<file path="config.mk">
export PLATFORM = sky130hd
export DESIGN_NAME = ascii85_stream_encoder_unit
export DESIGN_NICKNAME = d
export VERILOG_FILES = /design/src/rtl/a85_pkg.sv /design/src/rtl/a85_front.sv /design/src/rtl/a85_queue.sv /design/src/rtl/a85_conv.sv /design/src/rtl/a85_emit.sv /design/src/rtl/ascii85_stream_encoder_unit.sv
export SDC_FILE = /design/constraint.sdc
export NUM_CORES = 1
export LEC_CHECK = 0
export BUFFER_PORTS_ARGS = -buffer_cell sky130_fd_sc_hd__buf_2
export CAP_MARGIN = 20
export CORE_AREA = 3 3 194 196
export CTS_CLUSTER_DIAMETER = 80
export DETAILED_ROUTE_END_ITERATION = 10
export DIE_AREA = 0 0 197 199
export GPL_TIMING_DRIVEN = 0
export PLACE_DENSITY = 0.71
export SLEW_MARGIN = 20
export SYNTH_ARGS = -nofsm -noshare
export SYNTH_HDL_FRONTEND = slang
export SYNTH_SLANG_ARGS = --single-unit
</file>
<file path="constraint.sdc">
create_clock -name clock -period 10.05 [get_ports clock]
set_input_delay 0.5025 -clock clock [delete_from_list [all_inputs] [get_ports clock]]
set_output_delay 0.5025 -clock clock [all_outputs]
set_load 0.01 [all_outputs]
</file>
<file path="src/rtl/a85_pkg.sv">
// Shared types and constants for the ASCII85 stream encoder.
package a85_pkg;

   localparam int unsigned DigitCount = 5;
   localparam int unsigned DigitWidth = 7;
   localparam int unsigned CountWidth = $clog2(DigitCount + 1);

   localparam logic [DigitWidth-1:0] DigitBase   = 7'd85;
   localparam logic [DigitWidth-1:0] DigitOffset = 7'h21;
   localparam logic [DigitWidth-1:0] ZeroChar    = 7'h7a;

   // floor(x / 85) == (x * RecipMult) >> RecipShift for every 32-bit x.
   localparam logic [31:0] RecipMult  = 32'd3233857729;
   localparam int unsigned RecipShift = 38;
   localparam int unsigned QuotWidth  = 64 - RecipShift;

   localparam logic [CountWidth-1:0] LastDigit = CountWidth'(DigitCount - 1);

   typedef struct packed {
      logic [7:0] data_byte;
      logic       final_byte;
   } a85_req_type;

   typedef struct packed {
      logic [6:0] out_char;
      logic       run_last;
      logic       stream_end;
   } a85_rsp_type;

   // One group waiting for conversion.
   typedef struct packed {
      logic [31:0]           word;
      logic [CountWidth-1:0] nchars;
      logic                  zero;
      logic                  fin;
   } a85_job_type;

   // One converted group, digits without offset, most significant at index 0.
   typedef struct packed {
      logic [DigitCount-1:0][DigitWidth-1:0] digits;
      logic [CountWidth-1:0]                 nchars;
      logic                                  zero;
      logic                                  fin;
   } a85_grp_type;

endpackage

</file>
<file path="src/rtl/a85_front.sv">
// Front end: packs input bytes into groups and posts finished groups.
module a85_front (
   input  logic                 clock,
   input  logic                 reset,
   input  logic                 req_valid,
   output logic                 req_stall,
   input  a85_pkg::a85_req_type req_data,
   output logic                 job_push,
   output a85_pkg::a85_job_type job_data,
   input  logic                 job_full
);

   logic [23:0] group_ff, group_in;
   logic [1:0]  count_ff, count_in;
   logic        accept;
   logic        closes;
   logic [31:0] packed_word;

   assign req_stall = job_full;
   assign accept    = req_valid & ~job_full;
   assign closes    = (count_ff == 2'd3) | req_data.final_byte;
   assign job_push  = accept & closes;

   always_comb begin
      packed_word = {group_ff, req_data.data_byte};
      case (count_ff)
         2'd0:    job_data.word = {packed_word[7:0], 24'd0};
         2'd1:    job_data.word = {packed_word[15:0], 16'd0};
         2'd2:    job_data.word = {packed_word[23:0], 8'd0};
         default: job_data.word = packed_word;
      endcase
      job_data.nchars = a85_pkg::CountWidth'(count_ff) + a85_pkg::CountWidth'(2);
      job_data.zero   = (count_ff == 2'd3) & (packed_word == 32'd0);
      job_data.fin    = req_data.final_byte;
   end

   always_comb begin
      group_in = group_ff;
      count_in = count_ff;
      if (accept) begin
         if (closes) begin
            group_in = 24'd0;
            count_in = 2'd0;
         end else begin
            group_in = {group_ff[15:0], req_data.data_byte};
            count_in = count_ff + 2'd1;
         end
      end
   end

   always_ff @(posedge clock) begin
      if (reset) begin
         group_ff <= 24'd0;
         count_ff <= 2'd0;
      end else begin
         group_ff <= group_in;
         count_ff <= count_in;
      end
   end

endmodule

</file>
<file path="src/rtl/a85_queue.sv">
// Two-entry queue of groups between the front end and the converter.
module a85_queue (
   input  logic                 clock,
   input  logic                 reset,
   input  logic                 push,
   input  a85_pkg::a85_job_type push_data,
   output logic                 full,
   input  logic                 pop,
   output logic                 not_empty,
   output a85_pkg::a85_job_type pop_data
);

   a85_pkg::a85_job_type entry_ff [2];
   logic       wr_ptr_ff, wr_ptr_in;
   logic       rd_ptr_ff, rd_ptr_in;
   logic [1:0] used_ff, used_in;

   assign full      = (used_ff == 2'd2);
   assign not_empty = (used_ff != 2'd0);
   assign pop_data  = entry_ff[rd_ptr_ff];

   always_comb begin
      wr_ptr_in = push ? ~wr_ptr_ff : wr_ptr_ff;
      rd_ptr_in = pop ? ~rd_ptr_ff : rd_ptr_ff;
      used_in   = used_ff;
      if (push & ~pop) begin
         used_in = used_ff + 2'd1;
      end else if (pop & ~push) begin
         used_in = used_ff - 2'd1;
      end
   end

   always_ff @(posedge clock) begin
      if (push) begin
         entry_ff[wr_ptr_ff] <= push_data;
      end
   end

   always_ff @(posedge clock) begin
      if (reset) begin
         wr_ptr_ff <= 1'b0;
         rd_ptr_ff <= 1'b0;
         used_ff   <= 2'd0;
      end else begin
         wr_ptr_ff <= wr_ptr_in;
         rd_ptr_ff <= rd_ptr_in;
         used_ff   <= used_in;
      end
   end

endmodule

</file>
<file path="src/rtl/a85_conv.sv">
// Converter: splits a 32-bit group into base-85 digits, one digit a cycle.
module a85_conv (
   input  logic                 clock,
   input  logic                 reset,
   input  logic                 job_ready,
   input  a85_pkg::a85_job_type job_data,
   output logic                 job_pop,
   output logic                 grp_valid,
   output a85_pkg::a85_grp_type grp_data,
   input  logic                 grp_take
);

   logic                                busy_ff, busy_in;
   logic                                done_ff, done_in;
   logic [a85_pkg::CountWidth-1:0]      cnt_ff, cnt_in;
   logic [31:0]                         rem_ff;
   logic [63:0]                         prod_ff;
   a85_pkg::a85_grp_type                grp_ff;
   logic [a85_pkg::QuotWidth-1:0]       quot;
   logic [31:0]                         quot_times_base;
   logic [31:0]                         diff;
   logic [a85_pkg::DigitWidth-1:0]      digit;
   logic [31:0]                         mul_in;
   logic [63:0]                         prod_in;
   logic [a85_pkg::CountWidth-1:0]      wr_idx;
   logic                                can_load;

   assign grp_valid = done_ff;
   assign grp_data  = grp_ff;

   // Quotient by 85 from the registered reciprocal product; remainder is the digit.
   assign quot            = prod_ff[63:a85_pkg::RecipShift];
   assign quot_times_base = 32'(quot) * 32'(a85_pkg::DigitBase);
   assign diff            = rem_ff - quot_times_base;
   assign digit           = diff[a85_pkg::DigitWidth-1:0];
   assign wr_idx          = a85_pkg::LastDigit - cnt_ff;

   assign can_load = ~busy_ff & (~done_ff | grp_take);
   assign job_pop  = can_load & job_ready;

   // The single multiplier serves both the first step and every later one.
   assign mul_in  = busy_ff ? 32'(quot) : job_data.word;
   assign prod_in = 64'(mul_in) * 64'(a85_pkg::RecipMult);

   always_comb begin
      busy_in = busy_ff;
      done_in = done_ff;
      cnt_in  = cnt_ff;
      if (done_ff & grp_take) begin
         done_in = 1'b0;
      end
      if (job_pop) begin
         busy_in = 1'b1;
         cnt_in  = '0;
      end else if (busy_ff) begin
         cnt_in = cnt_ff + a85_pkg::CountWidth'(1);
         if (cnt_ff == a85_pkg::LastDigit) begin
            busy_in = 1'b0;
            done_in = 1'b1;
         end
      end
   end

   always_ff @(posedge clock) begin
      if (job_pop) begin
         rem_ff         <= job_data.word;
         prod_ff        <= prod_in;
         grp_ff.nchars  <= job_data.nchars;
         grp_ff.zero    <= job_data.zero;
         grp_ff.fin     <= job_data.fin;
      end else if (busy_ff) begin
         rem_ff                 <= 32'(quot);
         prod_ff                <= prod_in;
         grp_ff.digits[wr_idx]  <= digit;
      end
   end

   always_ff @(posedge clock) begin
      if (reset) begin
         busy_ff <= 1'b0;
         done_ff <= 1'b0;
         cnt_ff  <= '0;
      end else begin
         busy_ff <= busy_in;
         done_ff <= done_in;
         cnt_ff  <= cnt_in;
      end
   end

endmodule

</file>
<file path="src/rtl/a85_emit.sv">
// Output stage: sends the characters of one converted group, one a cycle while rsp_stall is low.
module a85_emit (
   input  logic                 clock,
   input  logic                 reset,
   input  logic                 grp_valid,
   input  a85_pkg::a85_grp_type grp_data,
   output logic                 grp_take,
   output logic                 rsp_valid,
   input  logic                 rsp_stall,
   output a85_pkg::a85_rsp_type rsp_data
);

   logic                           valid_ff, valid_in;
   logic [a85_pkg::CountWidth-1:0] idx_ff, idx_in;
   a85_pkg::a85_grp_type           grp_ff;
   logic [a85_pkg::CountWidth-1:0] last_idx;
   logic                           at_last;
   logic                           sent;

   assign last_idx = grp_ff.zero ? '0 : (grp_ff.nchars - a85_pkg::CountWidth'(1));
   assign at_last  = (idx_ff == last_idx);
   assign sent     = valid_ff & ~rsp_stall;
   assign grp_take = grp_valid & (~valid_ff | (sent & at_last));

   assign rsp_valid           = valid_ff;
   assign rsp_data.out_char   = grp_ff.zero ? a85_pkg::ZeroChar
                                            : grp_ff.digits[idx_ff] + a85_pkg::DigitOffset;
   assign rsp_data.run_last   = at_last;
   assign rsp_data.stream_end = at_last & grp_ff.fin;

   always_comb begin
      valid_in = valid_ff;
      idx_in   = idx_ff;
      if (grp_take) begin
         valid_in = 1'b1;
         idx_in   = '0;
      end else if (sent) begin
         if (at_last) begin
            valid_in = 1'b0;
         end else begin
            idx_in = idx_ff + a85_pkg::CountWidth'(1);
         end
      end
   end

   always_ff @(posedge clock) begin
      if (grp_take) begin
         grp_ff <= grp_data;
      end
   end

   always_ff @(posedge clock) begin
      if (reset) begin
         valid_ff <= 1'b0;
         idx_ff   <= '0;
      end else begin
         valid_ff <= valid_in;
         idx_ff   <= idx_in;
      end
   end

endmodule

</file>
<file path="src/rtl/ascii85_stream_encoder_unit.sv">
// ASCII85 stream encoder, top level: front end, group queue, converter, output stage.
// This block encodes a byte stream in ASCII85. Each accepted word on the req_ channel
// carries one byte and a flag that marks the last byte of the stream. Bytes are packed
// most significant first into 32-bit groups. A complete group of four zero bytes produces
// the single character 'z'; any other complete group produces five characters, '!' plus
// each base-85 digit, most significant digit first. When the flagged byte closes a partial
// group of n bytes, the group is padded with zero bytes and only its first n+1 characters
// are sent, never 'z'. No terminator is appended. Each rsp_ word carries one character,
// run_last on the last character caused by one input byte, and stream_end on the last
// character of the whole stream. The front end takes one byte a cycle while the two-entry
// group queue has room. The converter divides by 85 with a reciprocal multiply, one digit a
// cycle, and starts a new group only once it has produced all five digits of the last one.
// A group closed early by the final flag still goes through all five digit steps.
// Both sides may stall independently; the queue and the output register absorb the slack.
module ascii85_stream_encoder_unit (
   input  logic                 clock,
   input  logic                 reset,
   input  logic                 req_valid,
   output logic                 req_stall,
   input  a85_pkg::a85_req_type req_data,
   output logic                 rsp_valid,
   input  logic                 rsp_stall,
   output a85_pkg::a85_rsp_type rsp_data
);

   logic                 job_push;
   a85_pkg::a85_job_type job_in;
   logic                 job_full;
   logic                 job_pop;
   logic                 job_ready;
   a85_pkg::a85_job_type job_out;
   logic                 grp_valid;
   a85_pkg::a85_grp_type grp_data;
   logic                 grp_take;

   // The front end collects bytes and posts a group when it is complete or the stream ends.
   a85_front u_front (
      .clock     (clock),
      .reset     (reset),
      .req_valid (req_valid),
      .req_stall (req_stall),
      .req_data  (req_data),
      .job_push  (job_push),
      .job_data  (job_in),
      .job_full  (job_full)
   );

   // The queue lets the front end keep taking bytes while the converter is busy.
   a85_queue u_queue (
      .clock     (clock),
      .reset     (reset),
      .push      (job_push),
      .push_data (job_in),
      .full      (job_full),
      .pop       (job_pop),
      .not_empty (job_ready),
      .pop_data  (job_out)
   );

   // The converter produces all five digits of a group before handing it on.
   a85_conv u_conv (
      .clock     (clock),
      .reset     (reset),
      .job_ready (job_ready),
      .job_data  (job_out),
      .job_pop   (job_pop),
      .grp_valid (grp_valid),
      .grp_data  (grp_data),
      .grp_take  (grp_take)
   );

   // The output stage sends characters while the converter works on the next group.
   a85_emit u_emit (
      .clock     (clock),
      .reset     (reset),
      .grp_valid (grp_valid),
      .grp_data  (grp_data),
      .grp_take  (grp_take),
      .rsp_valid (rsp_valid),
      .rsp_stall (rsp_stall),
      .rsp_data  (rsp_data)
   );

endmodule

</file>
Word level (Yosys, flattened, before mapping)
Memory sizes are Yosys's and may differ from the RTL's. A register that Yosys moved wholly into a read port is not among the register bits. Cells that the tools add are included.

Register bits: 190. Memory bits (writable): 74. Input port bits: 13. Output and inout bits: 11. Word-level logic and storage cells: 119. Memories kept: 1.

Memory list: u_queue.entry_ff (words 2, width 37, read ports 1, clocked after Yosys merged registers in 1, write ports 1, RTL line a85_queue.sv:13) `a85_pkg::a85_job_type entry_ff [2];`.

$add $sub $neg: 10. Multiply operators: 2. Magnitude comparators: 3. Eq/ne operators: 6. Multiplexer cells: 31. Bitwise operators: 25. Reductions and logical operators: 13.

Operators with widths (count): $mux W64 (2); $pmux W32 S3 (1); $mul A32 B32 Y64 const B (1); $bwmux W35 (1); $mux W7 (5); $logic_not A32 Y1 (1); $mux W32 (1); $mul A26 B7 Y7 const B (1); $mux W24 (1); $bmux W7 S3 (1); $demux W7 S3 (1); $mux W1 (14); $and A1 B1 Y1 (12); $not A1 Y1 (10); $reduce_bool A2 Y1 (5); $lt A3 B4 Y1 const B (2); $add A7 B6 Y7 const B (1); $sub A7 B7 Y7 (1); $add A3 B1 Y3 const B (2); $eq A2 B2 Y1 const B (3); $mux W2 (3); $reduce_and A2 Y1 (3); $add A2 B1 Y2 const B (2); $reduce_or A2 Y1 (2); 12 further kinds (14).

Depth between registers and ports, before layout
Word-level depth: 12. Gate-level depth with buffers: 27. Depth with buffers taken out: 25.

Modules after synthesis
Synthesis repeated with hierarchy kept, for this count alone.

Cell total of the unflattened synthesis: 1785. Area total of the unflattened synthesis: 20189.4 sq um.

Modules (own cells, without submodules): a85_conv (instances 1, cells an instance 1294, area an instance 13639.3 sq um, sequential area each 2292.2 sq um); a85_queue (instances 1, cells an instance 137, area an instance 2887.8 sq um, sequential area each 2322.2 sq um); a85_emit (instances 1, cells an instance 153, area an instance 2103.3 sq um, sequential area each 1281.2 sq um); a85_front (instances 1, cells an instance 201, area an instance 1559.0 sq um, sequential area each 520.5 sq um).

Worst setup path after synthesis
No wires, ideal clock.

Kind: reg-to-reg. From: register with a tool-made name. To: register u_conv.prod_ff[54] (data pin). Setup time: 262 ps. Data arrival time: 6986 ps. Required time: 9788 ps. Slack: 2802 ps. Cell stages (with the launch flop): 24. Path buffers: 3. Period minus slack after synthesis: 7248 ps. Cell sequence: dfxtp_1 -> buf_6 -> clkbuf_1 -> mux2i_1 -> o21ai_0 -> ha_1 -> ha_1 -> fa_1 -> fa_1 -> inv_1 -> fa_1 -> fa_1 -> inv_1 -> fa_1 -> ha_1 -> ha_1 -> clkbuf_1 -> a2111oi_0 -> a31oi_1 -> nor4_2 -> nor2_1 -> a311oi_1 -> o21ai_1 -> xor2_1.

RTL lines: end signal: assignment (RTL line a85_conv.sv:67) `prod_ff <= prod_in;`; end signal: assignment (RTL line a85_conv.sv:73) `prod_ff <= prod_in;`; end: declaration (RTL line a85_conv.sv:17) `logic [63:0] prod_ff;`.

Worst setup path after layout
From: register u_conv.busy_ff. To: register u_conv.prod_ff[60] (data pin).

Word-level cells in the longest chain between the ends: 4. Elaborated cells between the ends (all ways): 7. Those cells by class: mul (1); mux (3); bitwise (3).

RTL lines: start: declaration (RTL line a85_conv.sv:13) `logic busy_ff, busy_in;`; start signal: assignment (RTL line a85_conv.sv:84) `busy_ff <= busy_in;`; $mux W32 (*) (RTL line a85_conv.sv:42) `assign mul_in = busy_ff ? 32'(quot) : job_data.word;`; $mul A32 B32 Y64 (*) (RTL line a85_conv.sv:43) `assign prod_in = 64'(mul_in) * 64'(a85_pkg::RecipMult);`; named net u_conv.prod_in[60] (RTL line a85_conv.sv:24) `logic [63:0] prod_in;`; $mux W64 (RTL line a85_conv.sv:71) `end else if (busy_ff) begin`; $mux W64 (*) (RTL line a85_conv.sv:65) `if (job_pop) begin`.

Mark *: on every way through the listed nets, which the timed path passes. The rest lies on a longest branch. The select of a mux whose other input is x is not followed. A chain may end at the register's enable or synchronous reset.

==> metrics <==
Slew Limit Fails=0; per-cell routed wire length=~20 um; hold buffer count at CTS=0; Min-Delay Path Class=in2reg; Die ar.=approximately 0.039 mm^2; setup TNS=0 ps; clock tree buffer depth=3; Setup Buffers After CTS=0; Placer Congestion=slightly below 1; commonest non-fill, non-tap cell in the layout=inv_1; Skew-Pair Late Insertion Delay=490 ps; startpoint type of the worst setup path=flip-flop; measured slew at the worst slew-check pin=~920 ps; H-tree depth=1; Ports=24; share of cells above drive strength 1=0.0645; Root Buffer=clkbuf_16; largest net degree at the start of global routing=34; WL final=roughly 45,000 um; Synth top area share=0.283; number of synthesized flops with an enable pin=187; cts repair resizes=0; vias in the first global route=~13,000; CTS tree=yes; die span in y=approximately 200 um; Num Clock Sinks=227; initial antenna violation count=0; endpoints failing setup=0; Rows=70; Max-Cap Viols=0; diodes inserted=0; Avg Cell Area, Syn=roughly 11 um^2; top_reg_cell synth=edfxtp_1; 1st-iter DRT viols=~950; I/O Buffers=23; Worst Path Class, Setup=reg2reg; top cells by area, synth=edfxtp_1 (28%), ha_1 (21%), fa_1 (17%); area growth from synthesis to layout=7.53%; cell taking the most area after synthesis=edfxtp_1; FILL cells=between 3,000 and 4,000; core area=roughly 0.036 mm^2; Reg clk slew, reported paths=70 ps; die width=197 um; critical path required time=10,280 ps; Final Cycle Share=0.900; min Tclk post-route=~9000 ps; Crit-path slowest cell=buf_1; Via-to-Cell Ratio=~5.6; Syn Nets=between 2,000 and 2,500; CTS buffer count=20; # DRC=0; Critical Path AT=a little over 9000 ps; fmax=around 0.11 GHz; YS warnings=0; Setup crit end kind=flip-flop; #FFs+latches synth=between 200 and 250; cell count after synthesis=about 1,800; Min-Delay Path Depth=1; CP Max Fanout=10; Total GRT Usage=0.236; worst r2r path cells=26; CP max stage delay=540 ps; Routed Antenna Nets=0; commonest cells after routing, fill and taps aside=inv_1 (376), ha_1 (339), edfxtp_1 (187), fa_1 (171), nand2_1 (105); via count=around 13,000; Most common cell on crit path=fa_1; NumNets Final=roughly 2,400; final hold vios=0; asr flop ratio synth=0; drt pass-1 iters=7; post-synth cell types=70; GR Overflow Total=0; DPL Wire Length=approximately 38,000 um; first-pass GRT wire length=72,100 um; Setup Skew=about 8.6 ps; post-synth design cell area=roughly 0.020 mm^2; status=complete, no violations; initial core utilization=0.548; RSZ-0062 raised after global routing=no; sequential element share of the synthesized area=0.323; Rel. slew slack=0.385
[metrics by stage]
step	instance area, um^2	instances	util	setup slack, ps	hold slack (ps)
4_1_cts	21300	2328	0.589	939	210
3_3_place_gp	20600	2285	0.567	1120	401
6_report	21300	2328	0.589	1000	229
2_1_floorplan	19900	1794	-	2800	400
5_1_grt	21300	2328	0.589	426	219
3_5_place_dp	20700	2292	0.570	985	405
[final cells by class]
cell class,instances,area [um^2],share of cell area
clock buffer,30,599,0.0281
sequential,227,6420,0.301
inverter,376,1410,0.0661
buffer,42,173,0.00809
multi-input combinational,1149,11900,0.557
clock inverter,6,77.6,0.00363
tap,468,586,0.0274
timing repair buffer,30,204,0.00955
[final timing paths]
| kind | to | slack, ps | from |
|---|---|---|---|
| setup / recovery | u_conv.prod_ff[60] | 1000 | u_conv.busy_ff |
| hold / removal | u_queue.entry_ff[1][0] | 230 | req_data[0] |
| setup reg to reg | u_conv.prod_ff[60] | 1000 | u_conv.busy_ff |
| hold reg to reg | u_emit.grp_ff[11] | 420 | u_conv.grp_data[11] |
[metal layers]
metal	wire, um	track usage	vias to the layer above
met5	0	0	-
met4	1320	0.0599	0
met1	19800	0.327	6484
met3	2690	0.0407	59
met2	21600	0.391	334
li1	-	-	6178
[synthesized netlist by cell type (10+ instances only)]
cell,number
a21o_1,13
inv_1,375
mux2i_1,36
clkbuf_1,32
edfxtp_1,187
a21oi_1,78
o21ai_0,36
nor2b_1,10
nand3_1,43
a31oi_1,13
and2_1,13
xnor2_1,34
mux2_2,19
nand4_1,10
o21a_1,20
dfxtp_1,40
xor2_1,26
nand2_1,105
nor2_1,42
ha_1,339
nand2b_1,10
nor3_1,11
fa_1,171
[cells by family after synthesis]
kind of cell / Yosys count / synth area share
muxes: 65 / 0.0395
and+or+nand+nor: 283 / 0.0698
xor gates and xnor gates: 60 / 0.0265
adders and majority gates: 510 / 0.386
DFF: 227 / 0.323
buffers and inverters: 418 / 0.0798
AOI/OAI and AO/OA: 231 / 0.0752
[critical path, delay by kind of cell, from the launching register on]
family / cells / cell delay (ps)
compound gates: 5 / 1850
xor+xnor: 1 / 130
fa+ha+maj: 9 / 4080
buf+inv: 7 / 1460
flops: 1 / 300
simple gates: 4 / 980
[registers in the layout, indices dropped and copies added, names as in the netlist, named ones only]
register,count
u_conv.busy_ff,1
u_conv.cnt_ff,3
u_conv.grp_data,40
u_conv.grp_valid,1
u_conv.prod_ff,26
u_conv.rem_ff,7
u_emit.grp_ff,40
u_emit.idx_ff,3
u_emit.rsp_valid,1
u_front.count_ff,2
u_front.group_ff,24
u_queue.entry_ff,74
u_queue.rd_ptr_ff,1
u_queue.used_ff,2
u_queue.wr_ptr_ff,1
Power is not shown: default switching activity piles up to over one toggle a cycle in this logic, so the estimate is an artifact.
